### config.mk
export PLATFORM = sky130hd
export DESIGN_NAME = rvdr_front
export DESIGN_NICKNAME = d
export VERILOG_FILES = /design/src/rtl/rvdr_pkg.sv /design/src/rtl/rvdr_front.sv
export SDC_FILE = /design/constraint.sdc
export NUM_CORES = 1
export LEC_CHECK = 0
export BUFFER_PORTS_ARGS = -buffer_cell sky130_fd_sc_hd__buf_4
export CAP_MARGIN = 40
export CORE_ASPECT_RATIO = 0.7
export CORE_UTILIZATION = 50
export DETAILED_ROUTE_END_ITERATION = 8
export MAX_ROUTING_LAYER = met4
export PLACE_DENSITY = 0.8
export SYNTH_ARGS = -nofsm -noshare
export SYNTH_HDL_FRONTEND = slang
export SYNTH_SLANG_ARGS = --single-unit
### constraint.sdc
create_clock -name clk -period 7.2 [get_ports clk]
set_input_delay 0 -clock clk [delete_from_list [all_inputs] [get_ports clk]]
set_output_delay 0 -clock clk [all_outputs]
set_load 0.01 [all_outputs]
### src/rtl/rvdr_pkg.sv
// Shared types, constants and helpers for the RV32 divide/remainder pipeline.
`default_nettype none
package rvdr_pkg;

    localparam int unsigned XLEN      = 32;
    localparam int unsigned DIV_STEPS = XLEN;
    localparam int unsigned HALF_BITS = 16;

    localparam logic [1:0] MODE_UNSIGNED = 2'd0;
    localparam logic [1:0] MODE_SIGNED   = 2'd1;
    localparam logic [1:0] MODE_ONES     = 2'd2;

    typedef struct packed {
        logic [XLEN-1:0] rem;
        logic [XLEN-1:0] quo;
        logic [XLEN-1:0] den;
        logic            neg_num;
        logic            neg_quot;
        logic            ones;
    } work_t;

    // two's complement negate, one less in ones' complement mode
    function automatic logic [XLEN-1:0] flip(input logic [XLEN-1:0] v, input logic ones);
        flip = (~v) + {{(XLEN-1){1'b0}}, ~ones};
    endfunction

endpackage
`default_nettype wire

### src/rtl/rvdr_front.sv
// Operand sign conditioning stage feeding the divide cell chain.
`default_nettype none
module rvdr_front (
    input  wire logic                          clk,
    input  wire logic                          rst_n,
    input  wire logic                          in_valid,
    output logic                               in_ready,
    input  wire logic [rvdr_pkg::XLEN-1:0]     num,
    input  wire logic [rvdr_pkg::XLEN-1:0]     den,
    input  wire logic [1:0]                    action,
    output logic                               out_valid,
    input  wire logic                          out_ready,
    output rvdr_pkg::work_t                    out_work
);

    logic            valid_reg;
    rvdr_pkg::work_t work_reg;
    rvdr_pkg::work_t work_next;
    logic            ones;
    logic            neg_num;
    logic            neg_den;
    logic [rvdr_pkg::XLEN-1:0] den_abs;

    always_comb
    begin
        ones    = (action == rvdr_pkg::MODE_ONES);
        neg_num = (action != rvdr_pkg::MODE_UNSIGNED) && num[rvdr_pkg::XLEN-1];
        neg_den = (action == rvdr_pkg::MODE_SIGNED) && den[rvdr_pkg::XLEN-1];
        den_abs = neg_den ? rvdr_pkg::flip(den, ones) : den;
        work_next.rem      = '0;
        work_next.quo      = neg_num ? rvdr_pkg::flip(num, ones) : num;
        work_next.den      = den_abs;
        work_next.neg_num  = neg_num;
        work_next.neg_quot = (neg_num != neg_den) && (den_abs != '0);
        work_next.ones     = ones;
    end

    assign in_ready  = !valid_reg || out_ready;
    assign out_valid = valid_reg;
    assign out_work  = work_reg;

    always_ff @(posedge clk or negedge rst_n)
    begin
        if (!rst_n)
        begin
            valid_reg <= 1'b0;
        end
        else if (in_ready)
        begin
            valid_reg <= in_valid;
        end
    end

    always_ff @(posedge clk)
    begin
        if (in_ready && in_valid)
        begin
            work_reg <= work_next;
        end
    end

    a_zero_den_no_neg: assert property (@(posedge clk) disable iff (!rst_n)
        valid_reg && (work_reg.den == '0) |-> !work_reg.neg_quot)
        else $error("quotient sign fix flagged for zero divisor");

endmodule
`default_nettype wire

==> qor.yml <==
status: "complete, no violations"
fin_crit_sh_pct: 44.0
postSynth.asyncResetShare_pct: 1.47
grt_max_degree: 68
syn_area_per_cell_um2: 10.6
period_needed_ns: 3.17
antenna_cells: 0
reg2reg_depth: 3
whs_ns: 0.00517
remaining_drc_errors: 0
critical_path_required_ns: 7.27
cts_resized: 0
reg2reg_to: "out_work[15]"
grt_pass1_wl_mm: 18.1
place_congestion: 0.854
fin_skew_ns: 0.00591
ctsRootBufferMaster: "clkbuf_16"
worstPathMaxFanout: 9
cts_hold_buf: 31
tightest_slew_ns: 0.877
ant_nets: 0
nNetsFinal: 632
r2r_start: "out_valid"
rows: 27
cts_sinks: 68
fp.dieW_um: 110
synth-main-ff-cell: "edfxtp_1"
endpoint_kind: "flip-flop"
synth_cells: 387
yosys.cell_types.count: 48
powerDensity_nw_per_um2: 212
overflow: 0
io_buffers: 138
fmax_ghz: 0.315
wirelength_mm: 12.0
die_area_um2: 8560
vias: 3647
cts_tree: "yes"
cts_made_buffers: 9
drive_gt1_share_pct: 29.7
clk-insertion-delay-late_ns: 0.34
p_leak_nw: 2.35
cap_violations: 0
routedWlPerCell_um: 18.1
setup_viol: 0
drt_iter0_markers: 252
ys_ff_latch: 68
hold_violations: 0
ys_warn_count: 0
cts_setup_buffers: 0
synth-edff-count: 67
layout_commonest_cell: "buf_4"
htree_num_levels: 3
ys_seq_area_share_pct: 49.8
fin_tns_setup_ns: 0
slew_violations: 0
max-vdd-ir-drop_mv: 0.152
die_y_um: 77.7
track_usage_pct: 29.9
syn_area_um2: 4090
place_area_um2: 5110
grt_pass1_vias: 3463
worstPathArrival_ns: 3.24
holdCritPathClass: "in2reg"
rsz0062_at_grt: "false"
slew-limit-headroom_pct: 41.5
hold-path-cell-count: 2
initial_core_util_pct: 51.8
holdPathEnd: "out_work[50]"
worstSetupPathType: "in2reg"
hpwlAfterDp_mm: 8.34
core_um2: 7910
syn_to_final_growth_pct: 41.4
clockBufferDepth: 2
start_kind: "input pin"
hp-start: "num[15]"
rrSetupSlack_ns: 5.43
clk_pin_slew_ns: 0.06
antenna_found_initial: 0
dr.pass1.iters: 7
via_per_inst: 5.50
stdcell_area_um2: 5790
layout_common_cells: "buf_4 (142), edfxtp_1 (67), conb_1 (32)"
ios: 171
cell families (layout without fill, tap and decap cells):
group	after synthesis	in the layout	share of synthesized area [%]
buffers and inverters	58	202	8.38
flip-flops	68	68	49.8
AO/OA/AOI/OAI	67	67	10.2
adder cells (fa/ha/maj)	5	5	1.53
XOR/XNOR	58	58	12.4
multiplexers	3	3	0.764
other	1	32	0.0916
AND/OR/NAND/NOR	127	127	16.8
layout make-up:
class	count	area (um^2)
flip-flops and latches	68	2040
well taps	101	126
clock buffers	11	253
multi-input cells	292	1840
inverters	12	45.0
fillers	568	2120
repair buffers	174	1380
clock inverters	5	108
cell usage after synthesis (4+ instances only):
cell type  count  area share [%]
edfxtp_1      67              49
buf_4         33             6.1
xnor2_1       29             6.2
xor2_1        29             6.2
nor2_1        28             2.6
a21oi_1       27             3.3
nand2_1       21             1.9
nor3_1        18             2.2
o21ai_0       15             1.8
inv_1         12             1.1
nor4_1        12             1.8
clkbuf_1      10            0.92
or4_1          8             1.5
nand2b_1       7             1.1
o31ai_1        7             1.3
ha_1           5             1.5
nand4_1        5            0.76
or3_1          5            0.76
nand3_1        4            0.49
nor2b_1        4            0.61
through the flow:
stage	cells	worst slack, ns	utilization, %	power (mW)
2_1_floorplan	418	4.22	-	0.595
3_3_place_gp	615	3.86	64.6	0.683
3_5_place_dp	616	3.70	64.7	0.690
4_1_cts	663	4.06	73.2	1.23
5_1_grt	663	3.82	73.2	1.27
6_report	663	4.03	73.2	1.23
power by group:
group	leakage, nW	switching (mW)	internal, mW	total, mW
registers	0.650	0.00874	0.474	0.483
logic	1.53	0.115	0.101	0.216
clock network	0.176	0.171	0.358	0.529
total	2.35	0.295	0.934	1.23
worst max path at each step:
| stage | from | slack, ns | end | cells past startpoint |
|---|---|---|---|---|
| floorplan | action[0] | 4.22 | out_work[1] | 12 |
| global placement | action[0] | 3.86 | out_work[1] | 11 |
| detailed placement | action[0] | 3.70 | out_work[1] | 11 |
| CTS | action[0] | 4.06 | out_work[1] | 11 |
| global route | action[0] | 3.82 | out_work[1] | 11 |
| finish | action[0] | 4.03 | out_work[1] | 11 |
registers in the layout (all words and copies together), names as in the netlist:
register	count
out_work	67
out_valid	1
per-layer routing:
| layer | wire (um) | track usage, % |
|---|---|---|
| met1 | 5290 | 40.4 |
| met2 | 5570 | 43.9 |
| met3 | 991 | 7.65 |
| met4 | 142 | 9.34 |
| met5 | 0 | - |
worst max-delay path: stages:
cell	delay (ns)
buf_4	0.10
inv_1	0.06
nand2_1	0.17
ha_1	0.21
ha_1	0.34
or4b_4	0.55
or4_1	0.63
or3_4	0.45
or4_1	0.49
o311ai_1	0.10
a41oi_1	0.15
Note: power is estimated with default switching activity, not from simulation.
