## src/rtl/rvdr_pkg.sv

```systemverilog
// Shared types, constants and helpers for the RV32 divide/remainder pipeline.
`default_nettype none
package rvdr_pkg;

    localparam int unsigned XLEN      = 32;
    localparam int unsigned DIV_STEPS = XLEN;
    localparam int unsigned HALF_BITS = 16;

    localparam logic [1:0] MODE_UNSIGNED = 2'd0;
    localparam logic [1:0] MODE_SIGNED   = 2'd1;
    localparam logic [1:0] MODE_ONES     = 2'd2;

    typedef struct packed {
        logic [XLEN-1:0] rem;
        logic [XLEN-1:0] quo;
        logic [XLEN-1:0] den;
        logic            neg_num;
        logic            neg_quot;
        logic            ones;
    } work_t;

    // two's complement negate, one less in ones' complement mode
    function automatic logic [XLEN-1:0] flip(input logic [XLEN-1:0] v, input logic ones);
        flip = (~v) + {{(XLEN-1){1'b0}}, ~ones};
    endfunction

endpackage
`default_nettype wire

```

## src/rtl/rvdr_cell.sv

```systemverilog
// One restoring divide step: develops one quotient bit per cell.
`default_nettype none
module rvdr_cell (
    input  wire logic            clk,
    input  wire logic            rst_n,
    input  wire logic            in_valid,
    output logic                 in_ready,
    input  wire rvdr_pkg::work_t in_work,
    output logic                 out_valid,
    input  wire logic            out_ready,
    output rvdr_pkg::work_t      out_work
);

    logic            valid_reg;
    rvdr_pkg::work_t work_reg;
    rvdr_pkg::work_t work_next;
    logic [rvdr_pkg::XLEN+1:0] diff;
    logic [rvdr_pkg::XLEN-1:0] shifted;
    logic            ge;

    always_comb
    begin
        diff    = {1'b0, in_work.rem, in_work.quo[rvdr_pkg::XLEN-1]} - {2'b00, in_work.den};
        ge      = !diff[rvdr_pkg::XLEN+1];
        shifted = {in_work.rem[rvdr_pkg::XLEN-2:0], in_work.quo[rvdr_pkg::XLEN-1]};
        work_next     = in_work;
        work_next.rem = ge ? diff[rvdr_pkg::XLEN-1:0] : shifted;
        work_next.quo = {in_work.quo[rvdr_pkg::XLEN-2:0], ge};
    end

    assign in_ready  = !valid_reg || out_ready;
    assign out_valid = valid_reg;
    assign out_work  = work_reg;

    always_ff @(posedge clk or negedge rst_n)
    begin
        if (!rst_n)
        begin
            valid_reg <= 1'b0;
        end
        else if (in_ready)
        begin
            valid_reg <= in_valid;
        end
    end

    always_ff @(posedge clk)
    begin
        if (in_ready && in_valid)
        begin
            work_reg <= work_next;
        end
    end

    a_rem_below_den: assert property (@(posedge clk) disable iff (!rst_n)
        valid_reg && (work_reg.den != '0) |-> (work_reg.rem < work_reg.den))
        else $error("partial remainder not below divisor");

    a_hold_on_stall: assert property (@(posedge clk) disable iff (!rst_n)
        valid_reg && !out_ready |=> valid_reg && $stable(work_reg))
        else $error("cell lost its word while stalled");

endmodule
`default_nettype wire

```

## config.mk

```make
export PLATFORM = sky130hd
export DESIGN_NAME = rvdr_cell
export DESIGN_NICKNAME = d
export VERILOG_FILES = /design/src/rtl/rvdr_pkg.sv /design/src/rtl/rvdr_cell.sv
export SDC_FILE = /design/constraint.sdc
export NUM_CORES = 1
export LEC_CHECK = 0
export BUFFER_PORTS_ARGS = -buffer_cell sky130_fd_sc_hd__buf_2
export CAP_MARGIN = 0
export CORE_ASPECT_RATIO = 0.5
export CORE_MARGIN = 2
export CORE_UTILIZATION = 54
export DETAILED_ROUTE_END_ITERATION = 10
export PLACE_DENSITY = 0.87
export SYNTH_ARGS = -nofsm -noshare
export SYNTH_HDL_FRONTEND = slang
export SYNTH_SLANG_ARGS = --single-unit
```

## constraint.sdc

```tcl
create_clock -name clk -period 7.2 [get_ports clk]
set_input_delay 0.36 -clock clk [delete_from_list [all_inputs] [get_ports clk]]
set_output_delay 0.36 -clock clk [all_outputs]
set_load 0.1 [all_outputs]
```

==> metrics.cfg <==
[floorplanning]
ioPinCount = 204
die_w_um = 146
dieArea_sq_mm = 0.0109
initial_utilization = 0.566
fp-row-count = 25
die_y_um = 75.0
core-area_sq_mm = 0.00960

[logic_synthesis]
synth_simple_gate_area_frac = 0.0806
ys_seq_area_frac = 0.551
postSynthAreaPerCell_sq_um = 12.9
synthTopCellsByCount = 99 x edfxtp_1, 40 x inv_1, 32 x ha_1
syn_area_sq_mm = 0.00544
synth_cells = 423
ys_types = 58
synth_top_family_by_area = compound AO/OA/AOI/OAI gates
synth_top_area_frac = 0.547
yosys_warnings = 0
synthArstFlopShare = 0.0100
synth-seq-cells = 100
synthMuxAreaShare = 0.0833
synth_most_common_cell = edfxtp_1
synthAdderAreaFrac = 0.0773
synth.area.top_cells = edfxtp_1 55%, ha_1 7.4%, mux2_4 7.2%, inv_1 2.8%, xnor2_1 2.7%
synth_edf_count = 99
synthFlopType = edfxtp_1
synth_top_area_cell = edfxtp_1
yosys.area_share.xor_xnor = 0.0387
syn_nets = 559
synth_compound_area_frac = 0.128

[routing]
vias_per_cell = 5.33
drcViolationCount = 0
dr.pass1.iters = 6
vias = 4128
drt_wl_total_um = 12400
wl_per_cell_um = 16.0
detail-route-antenna-nets = 0
drtIter0Drc = 271

[cts]
cts.sinks = 100
cts_root_buf = clkbuf_16
htreeDepth = 3
cts_buffers = 9
cts_buffer_depth = 2
insertion_delay_ns = 0.34
cts.clk_slew.worst_paths_ns = 0.07
cts_tree = done

[worst_setup_path]
crit_path_max_fanout = 21
cpLargestDelayFamily = compound AO/OA/AOI/OAI gates
cp_slowest_stage_delay_ns = 0.52
worstSetupStartpointType = input pin
crit_type = input pin to register
path_cells = buf_2, inv_1, ha_1, and3_4, nand2_1, or3_4, o31ai_2, a21boi_2, a31oi_4, buf_4, mux2_2
cp-end-kind = register
cp.required_ns = 7.29
arrival_ns = 3.38
timing.rr.start = out_valid
cp_num_buf_inv = 3
crit_path_top_delay_cell = a31oi_4
crit_path_start = in_work[19]

[timing]
fmax_mhz = 305
fin_tns_setup_ns = 0
worstMarginPinSlew_ns = 0.822
rsz0062_at_grt = no
period_needed_ns = 3.28
drv_slew = 0
setup_viol_count_final = 0
fin_crit_sh = 0.456
fin_skew_ns = 0.00464
hold_violations = 0
max_slew_margin = 0.452
setup_slack_ns = 3.92

[power]
p_leak_uw = 0.00310
power.share.clock = 0.254
sw_frac_of_total = 0.384
power_frac_comb = 0.354
p_sw_uw = 694
pwr-share-seq = 0.392
power.density_mw_per_mm2 = 263
intPower_uw = 1110
vdd_drop_max_mv = 0.138

[finish]
design_area_sq_mm = 0.00686
drive_gt1_frac = 0.412
final_nets = 770
area_growth_pct = 26.3
antenna-diode-count = 0
final_util = 0.715

[global_routing]
first_global_vias = 4040
grt.total_usage = 0.224
grt_overflow_total = 0
grt_first_pass_wirelength_um = 19100
antenna_found_initial = 0
grt_max_degree = 63

[status]
status = complete, no violations

[placement]
post-place-ws_ns = 3.55
hpwl_um = 9430
gp_congestion = 0.879
io_buffers = 203
dpl_cell_area_sq_mm = 0.00657

[job]
cap_violations = 0

[worst_hold_path]
min_path_type = input pin to register
hold_path.startpoint = in_work[39]

## cells by family (layout without fill, tap and decap cells)
kind of cell               Yosys count  in the layout
buffers and inverters               46            262
xor gates and xnor gates            24             24
AOI/OAI and AO/OA                  102            102
and+or+nand+nor                     86             86
DFF                                100            100
adders and majority gates           33             33
muxes                               32             32
## what timing repair did
action,CTS,global route
gates resized for setup,0,0
hold endpoints to repair,1,0
hold buffers,1,0
setup buffers,0,0
## worst reg2reg max path, cell delays in order, from the launching register on
cell	delay (ns)
dfrtp_1	0.38
nand2b_1	0.11
and2_4	0.46
buf_4	0.74
## per-stage QoR
stage | hold slack [ns] | std cells | total power, uW
3_3_place_gp | 0.135 | 757 | 1340
4_1_cts | 0.180 | 774 | 1820
6_report | 0.188 | 774 | 1810
2_1_floorplan | 0.0644 | 423 | 1250
5_1_grt | 0.169 | 774 | 1870
3_5_place_dp | 0.139 | 757 | 1360
## routing by layer
metal / track usage / part of all wire / vias to the layer above
li1: - / - / 2000
met1: 0.267 / 0.40 / 1946
met2: 0.420 / 0.52 / 167
met3: 0.0533 / 0.068 / 15
met4: 0.0599 / 0.0095 / 0
met5: 0 / 0 / -
## placed cells by master (no fill, tap or decap), types with 6 or more instances in the layout
cell type | netlist | layout
a21o_1 | 7 | 7
a21oi_1 | 29 | 29
buf_2 | 0 | 203
clkbuf_16 | 0 | 9
edfxtp_1 | 99 | 99
ha_1 | 32 | 32
inv_1 | 40 | 40
mux2_4 | 26 | 26
nand2_1 | 24 | 24
nand2b_1 | 7 | 7
nor2_1 | 16 | 16
nor3_1 | 9 | 9
o21ai_0 | 17 | 17
o31ai_1 | 6 | 6
xnor2_1 | 17 | 17
xor2_1 | 7 | 7
## state kept, by name (all words and copies together), names as in the netlist
signal     count
out_valid      1
out_work      99
## cell type report
cell class,instances,area [sq um]
timing repair buffer,206,1040
tap,135,169
multi-input combinational,277,2220
inverter,40,150
fill,664,2740
sequential,100,3000
clock buffer,10,229
clock inverter,6,57.6
## power groups by stage
| stage | registers (uW) | clock network, uW | logic, uW |
|---|---|---|---|
| after floorplan | 1020 | 0 | 229 |
| after global placement | 719 | 0 | 624 |
| after detailed placement | 721 | 0 | 636 |
| after CTS | 708 | 468 | 639 |
| after global routing | 711 | 489 | 673 |
| final | 708 | 459 | 640 |
## final timing paths
kind,to,slack (ns),depth (start not counted)
worst max-delay path,out_work[68],3.92,11
worst min-delay path,out_work[40],0.19,1
worst max register to register,out_work[24],5.10,3
worst min register to register,out_valid,0.54,2
max in group asynchronous,out_valid,6.80,2
min in group asynchronous,out_valid,0.32,2
Note: power is estimated with default switching activity, not from simulation.
