File: config.mk
export PLATFORM = sky130hd
export DESIGN_NAME = rvdr_back
export DESIGN_NICKNAME = d
export VERILOG_FILES = /design/src/rtl/rvdr_pkg.sv /design/src/rtl/rvdr_back.sv
export SDC_FILE = /design/constraint.sdc
export NUM_CORES = 1
export LEC_CHECK = 0
export BUFFER_PORTS_ARGS = -buffer_cell sky130_fd_sc_hd__buf_2
export CORE_MARGIN = 4
export CORE_UTILIZATION = 42
export DETAILED_ROUTE_END_ITERATION = 8
export PLACE_DENSITY_LB_ADDON = 0.2
export SLEW_MARGIN = 20
export SYNTH_ARGS = -nofsm -noshare
export SYNTH_HDL_FRONTEND = slang
export SYNTH_SLANG_ARGS = --single-unit
File: constraint.sdc
create_clock -name clk -period 2.1 [get_ports clk]
set_input_delay 0.21 -clock clk [delete_from_list [all_inputs] [get_ports clk]]
set_output_delay 0.21 -clock clk [all_outputs]
set_load 0.1 [all_outputs]
File: src/rtl/rvdr_pkg.sv
// Shared types, constants and helpers for the RV32 divide/remainder pipeline.
`default_nettype none
package rvdr_pkg;

    localparam int unsigned XLEN      = 32;
    localparam int unsigned DIV_STEPS = XLEN;
    localparam int unsigned HALF_BITS = 16;

    localparam logic [1:0] MODE_UNSIGNED = 2'd0;
    localparam logic [1:0] MODE_SIGNED   = 2'd1;
    localparam logic [1:0] MODE_ONES     = 2'd2;

    typedef struct packed {
        logic [XLEN-1:0] rem;
        logic [XLEN-1:0] quo;
        logic [XLEN-1:0] den;
        logic            neg_num;
        logic            neg_quot;
        logic            ones;
    } work_t;

    // two's complement negate, one less in ones' complement mode
    function automatic logic [XLEN-1:0] flip(input logic [XLEN-1:0] v, input logic ones);
        flip = (~v) + {{(XLEN-1){1'b0}}, ~ones};
    endfunction

endpackage
`default_nettype wire

File: src/rtl/rvdr_back.sv
// Result sign correction and output register.
`default_nettype none
module rvdr_back (
    input  wire logic                          clk,
    input  wire logic                          rst_n,
    input  wire logic                          in_valid,
    output logic                               in_ready,
    input  wire rvdr_pkg::work_t               in_work,
    output logic                               out_valid,
    input  wire logic                          out_ready,
    output logic [2*rvdr_pkg::XLEN-1:0]        out_data
);

    logic                          valid_reg;
    logic [2*rvdr_pkg::XLEN-1:0]   data_reg;
    logic [rvdr_pkg::XLEN-1:0]     quot;
    logic [rvdr_pkg::XLEN-1:0]     rem;

    always_comb
    begin
        quot = in_work.neg_quot ? rvdr_pkg::flip(in_work.quo, in_work.ones) : in_work.quo;
        rem  = in_work.neg_num  ? rvdr_pkg::flip(in_work.rem, in_work.ones) : in_work.rem;
    end

    assign in_ready  = !valid_reg || out_ready;
    assign out_valid = valid_reg;
    assign out_data  = data_reg;

    always_ff @(posedge clk or negedge rst_n)
    begin
        if (!rst_n)
        begin
            valid_reg <= 1'b0;
        end
        else if (in_ready)
        begin
            valid_reg <= in_valid;
        end
    end

    always_ff @(posedge clk)
    begin
        if (in_ready && in_valid)
        begin
            data_reg <= {rem, quot};
        end
    end

endmodule
`default_nettype wire

==> results of run 1 <==
-- registers in the layout (all words and copies together) (netlist names) --
| name | flops |
|---|---|
| out_valid | 1 |
| out_data | 64 |
-- through the flow --
stage | hold WS, ns | utilization (%) | instance area, um^2 | power, mW | cells
3_3_place_gp | -0.0144 | 54.6 | 4470 | 2.76 | 539
5_1_grt | 0.108 | 57.0 | 4660 | 3.90 | 556
3_5_place_dp | -0.00591 | 54.6 | 4470 | 2.77 | 539
4_1_cts | 0.0907 | 57.0 | 4660 | 3.79 | 556
2_1_floorplan | -0.0856 | - | 3510 | 2.50 | 284
6_report | 0.103 | 57.0 | 4660 | 3.75 | 556
-- worst max path at each step --
stage / startpoint / endpoint / slack, ns / depth (start not counted)
2_1_floorplan: in_work[0] / out_data[58]$_DFFE_PP_ / 0.08 / 7
3_3_place_gp: in_work[0] / out_data[28]$_DFFE_PP_ / -0.08 / 9
3_5_place_dp: in_work[0] / out_data[30]$_DFFE_PP_ / -0.07 / 10
4_1_cts: in_work[0] / out_data[30]$_DFFE_PP_ / 0.28 / 10
5_1_grt: in_work[0] / out_data[28]$_DFFE_PP_ / 0.07 / 9
6_report: in_work[0] / out_data[30]$_DFFE_PP_ / 0.28 / 10
-- cell usage in the layout, fill, tap and decap left out, types with 2 or more instances in the layout --
master / instances
or4_1: 4
nand2_1: 29
clkbuf_8: 9
nor2_1: 5
nand4_1: 8
nor3_1: 10
nor4_2: 2
buf_4: 21
o31ai_1: 17
buf_2: 136
ha_1: 6
o41ai_1: 9
edfxtp_1: 64
nand2b_1: 6
o21ai_0: 21
clkinv_2: 2
nand3_1: 6
nor4b_1: 5
nor4_1: 4
clkinvlp_4: 2
xnor2_1: 60
inv_1: 5
o41ai_2: 5
or3_1: 3
-- per-layer routing --
layer	global-route usage (%)	vias to the layer above	share of wire [%]
met2	27.3	94	48
met5	0	-	0
met1	21.5	1314	43
li1	-	1415	-
met4	8.61	0	2.9
met3	3.58	19	6.2
-- worst reg2reg max path: stages (launching register included) --
cell      delay, ns
dfrtp_2        0.43
nand2b_4       0.08
and2_4         0.36
buf_12         0.30
-- report_power, final --
group,switching (mW),internal [mW]
combinational,0.915,0.244
sequential,0.0225,1.55
clock,0.476,0.540
-- cell families after synthesis --
| kind of cell | after synthesis | share of synthesized area, % |
|---|---|---|
| simple gates | 88 | 14.5 |
| flops | 65 | 55.7 |
| xor+xnor | 60 | 15.0 |
| compound gates | 52 | 11.2 |
| buf+inv | 13 | 1.43 |
| fa+ha+maj | 6 | 2.15 |
-- cell type report --
| cell class | count | area share [%] |
|---|---|---|
| flip-flops and latches | 65 | 41.8 |
| multi-input cells | 206 | 32.4 |
| repair buffers | 159 | 18.6 |
| well taps | 105 | 2.82 |
| clock buffers | 10 | 2.74 |
| clock inverters | 6 | 1.26 |
| inverters | 5 | 0.402 |
==> impl_metrics.json, run 1 <==
{
  "initialDrtViolationCount": 92,
  "rsz0062_at_grt": "false",
  "netlist_top_cells_count": "64 x edfxtp_1, 60 x xnor2_1, 29 x nand2_1, 21 x o21ai_0, 17 x o31ai_1",
  "num-fill-cells": 748,
  "worstSetupEndpointType": "register",
  "max_freq_ghz": 0.548,
  "regArea_mm2": 0.00195,
  "drc_errors": 0,
  "period_share_pct": 86.9,
  "drt-pass1-iter-count": 4,
  "synth_edf_count": 64,
  "critical_path.slowest_cell": "nor4b_1",
  "cp_max_fo": 5,
  "whs_endpoint": "out_valid$_DFFE_PN0N_",
  "ctsHoldBuffers": 1,
  "pre_cts_ws_ns": -0.0722,
  "clkLatencyLatePin_ns": 0.33,
  "drv_slew": 0,
  "die_y_um": 99.3,
  "critPathTopFamily": "buffers and inverters",
  "hold_violations": 0,
  "r2r-start": "out_valid$_DFFE_PN0N_",
  "rr_endpoint": "out_data[43]$_DFFE_PP_",
  "power.density_mw_per_mm2": 805,
  "path_buf_inv": 4,
  "initial_utilization_pct": 42.8,
  "overflow": 0,
  "synth_nets": 393,
  "max-vdd-ir-drop_uv": 339,
  "cts_num_sinks": 65,
  "fp.dieArea_mm2": 0.00985,
  "finalSetupViolCount": 0,
  "arrival_ns": 1.90,
  "hpwl_um": 6430,
  "cts_tree": "yes",
  "wl_um": 8380,
  "antenna_cells": 0,
  "tns_ns": 0,
  "core-area_mm2": 0.00818,
  "postCtsSetupRepairBufs": 0,
  "ctsResizeCount": 0,
  "avgSynthCellArea_um2": 12.3,
  "synthesis.instances": 284,
  "synth_top_flop_cell": "edfxtp_1",
  "worstPathRequired_ns": 2.18,
  "reg2reg_depth": 3,
  "grt_pass1_vias": 2791,
  "yosysMostFrequentCell": "edfxtp_1",
  "clockBufferDepth": 2,
  "reg2reg_slack_ns": 0.62,
  "synthTopCellsByArea": "edfxtp_1 55%, xnor2_1 15%, o31ai_1 3.6%, nand2_1 3.1%, o21ai_0 3.0%",
  "crit_type": "primary input to register",
  "antenna_found_initial": 0,
  "worst_pin_slew_ns": 0.618,
  "seq_area_frac_synth_pct": 55.7,
  "synth_area_leader_cell": "edfxtp_1",
  "syn_to_final_growth_pct": 33.3,
  "status": "finished, final reports clean",
  "worstHoldPathCells": 2,
  "worstPathCellList": "buf_2 -> inv_1 -> ha_1 -> ha_1 -> nor4b_1 -> buf_4 -> nand4_1 -> buf_4 -> o31ai_1 -> xnor2_1",
  "synth_top_area_share_pct": 55.0,
  "fp-row-count": 33,
  "cap_violations": 0,
  "wire_per_inst_um": 15.1,
  "synth_area_mm2": 0.00350,
  "slew_headroom_pct": 58.8,
  "period_minus_slack_ns": 1.82,
  "antenna_left": 0,
  "h-tree-depth": 3,
  "multi_input_area_mm2": 0.00151,
  "global_route.usage.total_pct": 16.9,
  "vias": 2842,
  "grt_pass1_wl_um": 13200,
  "gp_congestion": 0.801,
  "leakagePower_nw": 1.78,
  "ys_warn_count": 0,
  "top_level_ports": 169,
  "clkTransAtPathRegs_ns": 0.07,
  "via_per_inst": 5.11,
  "critPathLaunchType": "primary input",
  "drive_above_1_share_pct": 40.8,
  "hold_class": "primary input to register",
  "cp_slowest_stage_delay_ns": 0.27,
  "grt_max_degree": 42,
  "die_w_um": 99.3,
  "async_flop_share_pct": 1.54,
  "cts_root_buffer": "clkbuf_8",
  "nets": 555,
  "cts_buffers": 9,
  "fin_worst_skew_ns": 0.00786,
  "timing.final.ws_setup_ns": 0.276,
  "min_from": "in_valid",
  "ys_ff_latch": 65,
  "port_buffers": 136,
  "synthDistinctLibCells": 28
}
Power figures use the tool's default switching activity.
==> inputs of run 2 (changes only) <==
--- a/config.mk
+++ b/config.mk
@@ -9,7 +9,7 @@
 export CORE_MARGIN = 4
 export CORE_UTILIZATION = 42
 export DETAILED_ROUTE_END_ITERATION = 8
-export PLACE_DENSITY_LB_ADDON = 0.2
+export PLACE_DENSITY = 0.83
 export SLEW_MARGIN = 20
 export SYNTH_ARGS = -nofsm -noshare
 export SYNTH_HDL_FRONTEND = slang
==> impl_metrics.json, run 2 (synthesized netlist as in run 1, its figures left out) <==
{
  "cts_buffers": 9,
  "worstPathRequired_ns": 2.18,
  "cts_tree": "yes",
  "die_w_um": 99.3,
  "timing.final.ws_setup_ns": 0.231,
  "worstSetupEndpointType": "register",
  "final_common_cell": "buf_2",
  "core-area_mm2": 0.00818,
  "arrival_ns": 1.95,
  "whs_ns": 0.0974,
  "drt-pass1-iter-count": 5,
  "wl_um": 8900,
  "initialDrtViolationCount": 126,
  "nets": 556,
  "dp.cells": 540,
  "slew_headroom_pct": 60.5,
  "vias": 2915,
  "final_area_mm2": 0.00466,
  "cp_max_fo": 4,
  "hold_class": "primary input to register",
  "clockBufferDepth": 2,
  "leakagePower_nw": 1.78,
  "dpl_cell_area_mm2": 0.00447,
  "grt_max_degree": 65,
  "pwr-share-seq_pct": 43.1,
  "p_sw_mw": 1.43,
  "drc_errors": 0,
  "wire_per_inst_um": 16.0,
  "antenna_found_initial": 0,
  "tns_ns": 0,
  "overflow": 0,
  "max_freq_ghz": 0.535,
  "p_int_mw": 2.22,
  "fin_util_pct": 57.0,
  "use_met2_pct": 32.0,
  "busiest_layer": "met2",
  "clkTransAtPathRegs_ns": 0.08,
  "whs_endpoint": "out_valid$_DFFE_PN0N_",
  "p_comb_share_pct": 32.0,
  "max-vdd-ir-drop_uv": 354,
  "grt_pass1_wl_um": 13900,
  "fp-row-count": 33,
  "via_per_inst": 5.23,
  "min_from": "in_valid",
  "reg2reg_slack_ns": 0.78,
  "instances_no_fill": 557,
  "clock_power_share_pct": 24.9,
  "clkLatencyLatePin_ns": 0.34,
  "port_buffers": 136,
  "antenna_left": 0,
  "drv_slew": 0,
  "rr_endpoint": "out_data[30]$_DFFE_PP_",
  "hold_violations": 0,
  "hpwl_um": 6870,
  "reg2reg_depth": 3,
  "worst_pin_slew_ns": 0.593,
  "global_route.usage.total_pct": 18.0,
  "top_level_ports": 169,
  "gp_congestion": 0.844,
  "finalSetupViolCount": 0,
  "cap_violations": 0,
  "grt_pass1_vias": 2896,
  "die_y_um": 99.3,
  "grtUsageMet3_pct": 3.30,
  "grt_use_met1_pct": 21.0,
  "r2r-start": "out_valid$_DFFE_PN0N_",
  "antenna_cells": 0,
  "cts_num_sinks": 65,
  "rsz0062_at_grt": "false",
  "period_share_pct": 89.0,
  "largest_register_ffs": 64,
  "switching_share_pct": 39.2,
  "drive_above_1_share_pct": 41.6,
  "cts_root_buffer": "clkbuf_8",
  "syn_to_final_growth_pct": 33.3,
  "fin_worst_skew_ns": 0.00952,
  "status": "finished, final reports clean",
  "final_cell_mix": "136 x buf_2, 64 x edfxtp_1, 60 x xnor2_1",
  "initial_utilization_pct": 42.8,
  "crit_type": "primary input to register",
  "critPathLaunchType": "primary input",
  "pre_cts_ws_ns": -0.196,
  "power.density_mw_per_mm2": 784,
  "period_minus_slack_ns": 1.87,
  "h-tree-depth": 3,
  "postCtsSetupRepairBufs": 0,
  "totalPowerFinal_mw": 3.66,
  "fp.dieArea_mm2": 0.00985,
  "worstHoldPathCells": 2
}
## run 2: cell types whose count changed in the layout (fill, tap and decap cells not counted)
cell / change
nor4b_2: +1
bufinv_16: -1
clkinv_1: -1
buf_4: +1
clkinv_4: +2
nor4b_1: -1
clkinv_2: +1
clkbuf_1: -1
## run 2: power groups by stage
stage | Clock, mW | Sequential, mW | Combinational, mW
global placement | 0 | 1.60 | 1.15
global route | 1.01 | 1.58 | 1.22
floorplan | 0 | 2.27 | 0.231
detailed placement | 0 | 1.61 | 1.17
finish | 0.909 | 1.58 | 1.17
CTS | 0.943 | 1.58 | 1.17
## run 2: timing repair
item / 4_1_cts / 5_1_grt
hold buffers: 1 / 0
endpoints found under the hold margin: 1 / 0
setup endpoints to repair: 0 / 1
resized for setup: 0 / 1
## run 2: worst max-delay path by stage
stage,from,endpoint,depth (start not counted)
floorplan,in_work[0],out_data[58]$_DFFE_PP_,7
global placement,in_work[0],out_data[61]$_DFFE_PP_,9
detailed placement,in_work[0],out_data[50]$_DFFE_PP_,9
CTS,in_work[0],out_data[50]$_DFFE_PP_,9
global route,in_work[0],out_data[53]$_DFFE_PP_,9
finish,in_work[0],out_data[28]$_DFFE_PP_,9
## run 2: cell type report
cell class              instances  area (um^2)
fillers                       702         3510
flip-flops and latches         65         1950
multi-input cells             206         1520
repair buffers                160          876
well taps                     105          131
clock buffers                   9          124
clock inverters                 7         47.5
inverters                       5         18.8
## run 2: routing by layer
layer  share of wire, %  vias to the layer above
met3                6.5                       12
li1                   -                     1414
met2                 52                      118
met1                 40                     1371
met4                1.8                        0
met5                  0                        -
## run 2: worst max-delay path, cell delays in order
cell     delay (ns)
buf_2          0.09
inv_1          0.11
ha_1           0.19
ha_1           0.17
nor4b_1        0.30
buf_4          0.19
nand4_1        0.14
o41ai_1        0.46
xnor2_1        0.10
==> inputs of run 3 (changes only) <==
==> constraint.sdc (replaced) <==
create_clock -name clk -period 2.1 [get_ports clk]
set_input_delay 0.21 -clock clk [delete_from_list [all_inputs] [get_ports clk]]
set_output_delay 0.21 -clock clk [all_outputs]
set_load 0.01 [all_outputs]
==> impl_metrics.json, run 3 (synthesized netlist as in run 1, its figures left out) <==
{
  "timing.final.ws_setup_ns": 0.170,
  "die_y_um": 99.3,
  "power.density_mw_per_mm2": 643,
  "leakagePower_nw": 1.77,
  "syn_to_final_growth_pct": 32.4,
  "critPathTopFamily": "compound AO/OA/AOI/OAI gates",
  "cp_max_fo": 4,
  "cts_tree": "yes",
  "period_minus_slack_ns": 1.93,
  "status": "finished, final reports clean",
  "wire_per_inst_um": 16.2,
  "antenna_left": 0,
  "totalPowerFinal_mw": 2.98,
  "final_common_cell": "buf_2",
  "port_buffers": 136,
  "grt_pass1_wl_um": 13800,
  "grt_max_degree": 65,
  "core-area_mm2": 0.00818,
  "gp_congestion": 0.911,
  "cp_slowest_stage_delay_ns": 0.51,
  "period_share_pct": 91.9,
  "max_freq_ghz": 0.518,
  "largest_register_ffs": 64,
  "hold_violations": 0,
  "die_w_um": 99.3,
  "r2r-start": "out_valid$_DFFE_PN0N_",
  "overflow": 0,
  "max-vdd-ir-drop_uv": 304,
  "top_level_ports": 169,
  "final_cell_mix": "136 x buf_2, 64 x edfxtp_1, 60 x xnor2_1",
  "clkLatencyLatePin_ns": 0.32,
  "finalSetupViolCount": 0,
  "crit_type": "primary input to register",
  "cts_buffers": 9,
  "clkTransAtPathRegs_ns": 0.06,
  "h-tree-depth": 3,
  "critical_path.slowest_cell": "o41ai_1",
  "cts_num_sinks": 65,
  "worstSetupEndpointType": "register",
  "initial_utilization_pct": 42.8,
  "rsz0062_at_grt": "false",
  "antenna_found_initial": 0,
  "drv_slew": 0,
  "cap_violations": 0,
  "critPathLaunchType": "primary input",
  "wl_um": 8970,
  "whs_ns": 0.102,
  "nets": 556,
  "hpwl_um": 6800,
  "clockBufferDepth": 2,
  "worst_pin_slew_ns": 0.591,
  "arrival_ns": 1.98,
  "drive_above_1_share_pct": 40.4,
  "vias": 2862,
  "fin_worst_skew_ns": 0.0112,
  "drc_errors": 0,
  "cts_root_buffer": "clkbuf_8",
  "reg2reg_slack_ns": 0.77,
  "drt-pass1-iter-count": 4,
  "postCtsSetupRepairBufs": 0,
  "worstPathCellList": "buf_2 -> inv_1 -> buf_4 -> ha_1 -> nor4b_1 -> buf_4 -> nand4_1 -> o41ai_1 -> xnor2_1",
  "num-fill-cells": 734,
  "grt_pass1_vias": 2878,
  "min_from": "in_valid",
  "antenna_cells": 0,
  "via_per_inst": 5.16,
  "worstPathRequired_ns": 2.15,
  "slew_headroom_pct": 60.6,
  "pre_cts_ws_ns": -0.138,
  "crit_top_cell": "buf_4",
  "hold_class": "primary input to register",
  "path_buf_inv": 4,
  "fp.dieArea_mm2": 0.00985,
  "global_route.usage.total_pct": 17.5,
  "initialDrtViolationCount": 129,
  "fp-row-count": 33,
  "critPathLaunch": "in_work[0]"
}
-- run 3: through the flow --
step / instance area [um^2] / cells / TNS, ns / utilization [%]
global placement: 4460 / 540 / -0.428 / 54.6
detailed placement: 4460 / 540 / -0.672 / 54.6
floorplan: 3500 / 284 / 0 / -
finish: 4630 / 555 / 0 / 56.6
CTS: 4620 / 555 / 0 / 56.6
global route: 4630 / 555 / 0 / 56.6
-- run 3: worst register-to-register path: stages, from the launching register on --
cell and delay, ns:
dfrtp_1 0.38, nand2b_1 0.10, and2_2 0.17, buf_12 0.31
-- run 3: worst paths after layout --
check                                         end  depth (start not counted)
max                        out_data[61]$_DFFE_PP_                          9
min                         out_valid$_DFFE_PN0N_                          2
max reg2reg                out_data[15]$_DFFE_PP_                          3
min reg2reg                 out_valid$_DFFE_PN0N_                          2
max in group asynchronous   out_valid$_DFFE_PN0N_                          2
min in group asynchronous   out_valid$_DFFE_PN0N_                          2
-- run 3: layout make-up --
cell class              count  area [um^2]  share of cell area, %
multi-input cells         206         1510                   32.6
clock inverters             5         25.0                  0.540
well taps                 105          131                   2.84
flip-flops and latches     65         1950                   42.0
clock buffers               9          124                   2.67
repair buffers            160          876                   18.9
inverters                   5         18.8                  0.405
-- run 3: per-layer routing --
layer	vias up	track usage, %	wire length [um]
met4	0	7.77	178
met5	-	0	0
met1	1331	23.5	3920
met3	16	2.52	555
met2	105	28.4	4310
li1	1410	-	-
-- run 3: power by group --
part           switching (mW)  total [mW]  internal (mW)
Sequential             0.0236        1.58           1.55
Clock                   0.449       0.852          0.403
Combinational           0.306       0.548          0.242
-- run 3: what timing repair did --
item / in CTS / in global routing
resized for setup: 0 / 1
hold buffers: 1 / 0
endpoints found under the hold margin: 1 / 0
setup endpoints to repair: 0 / 1
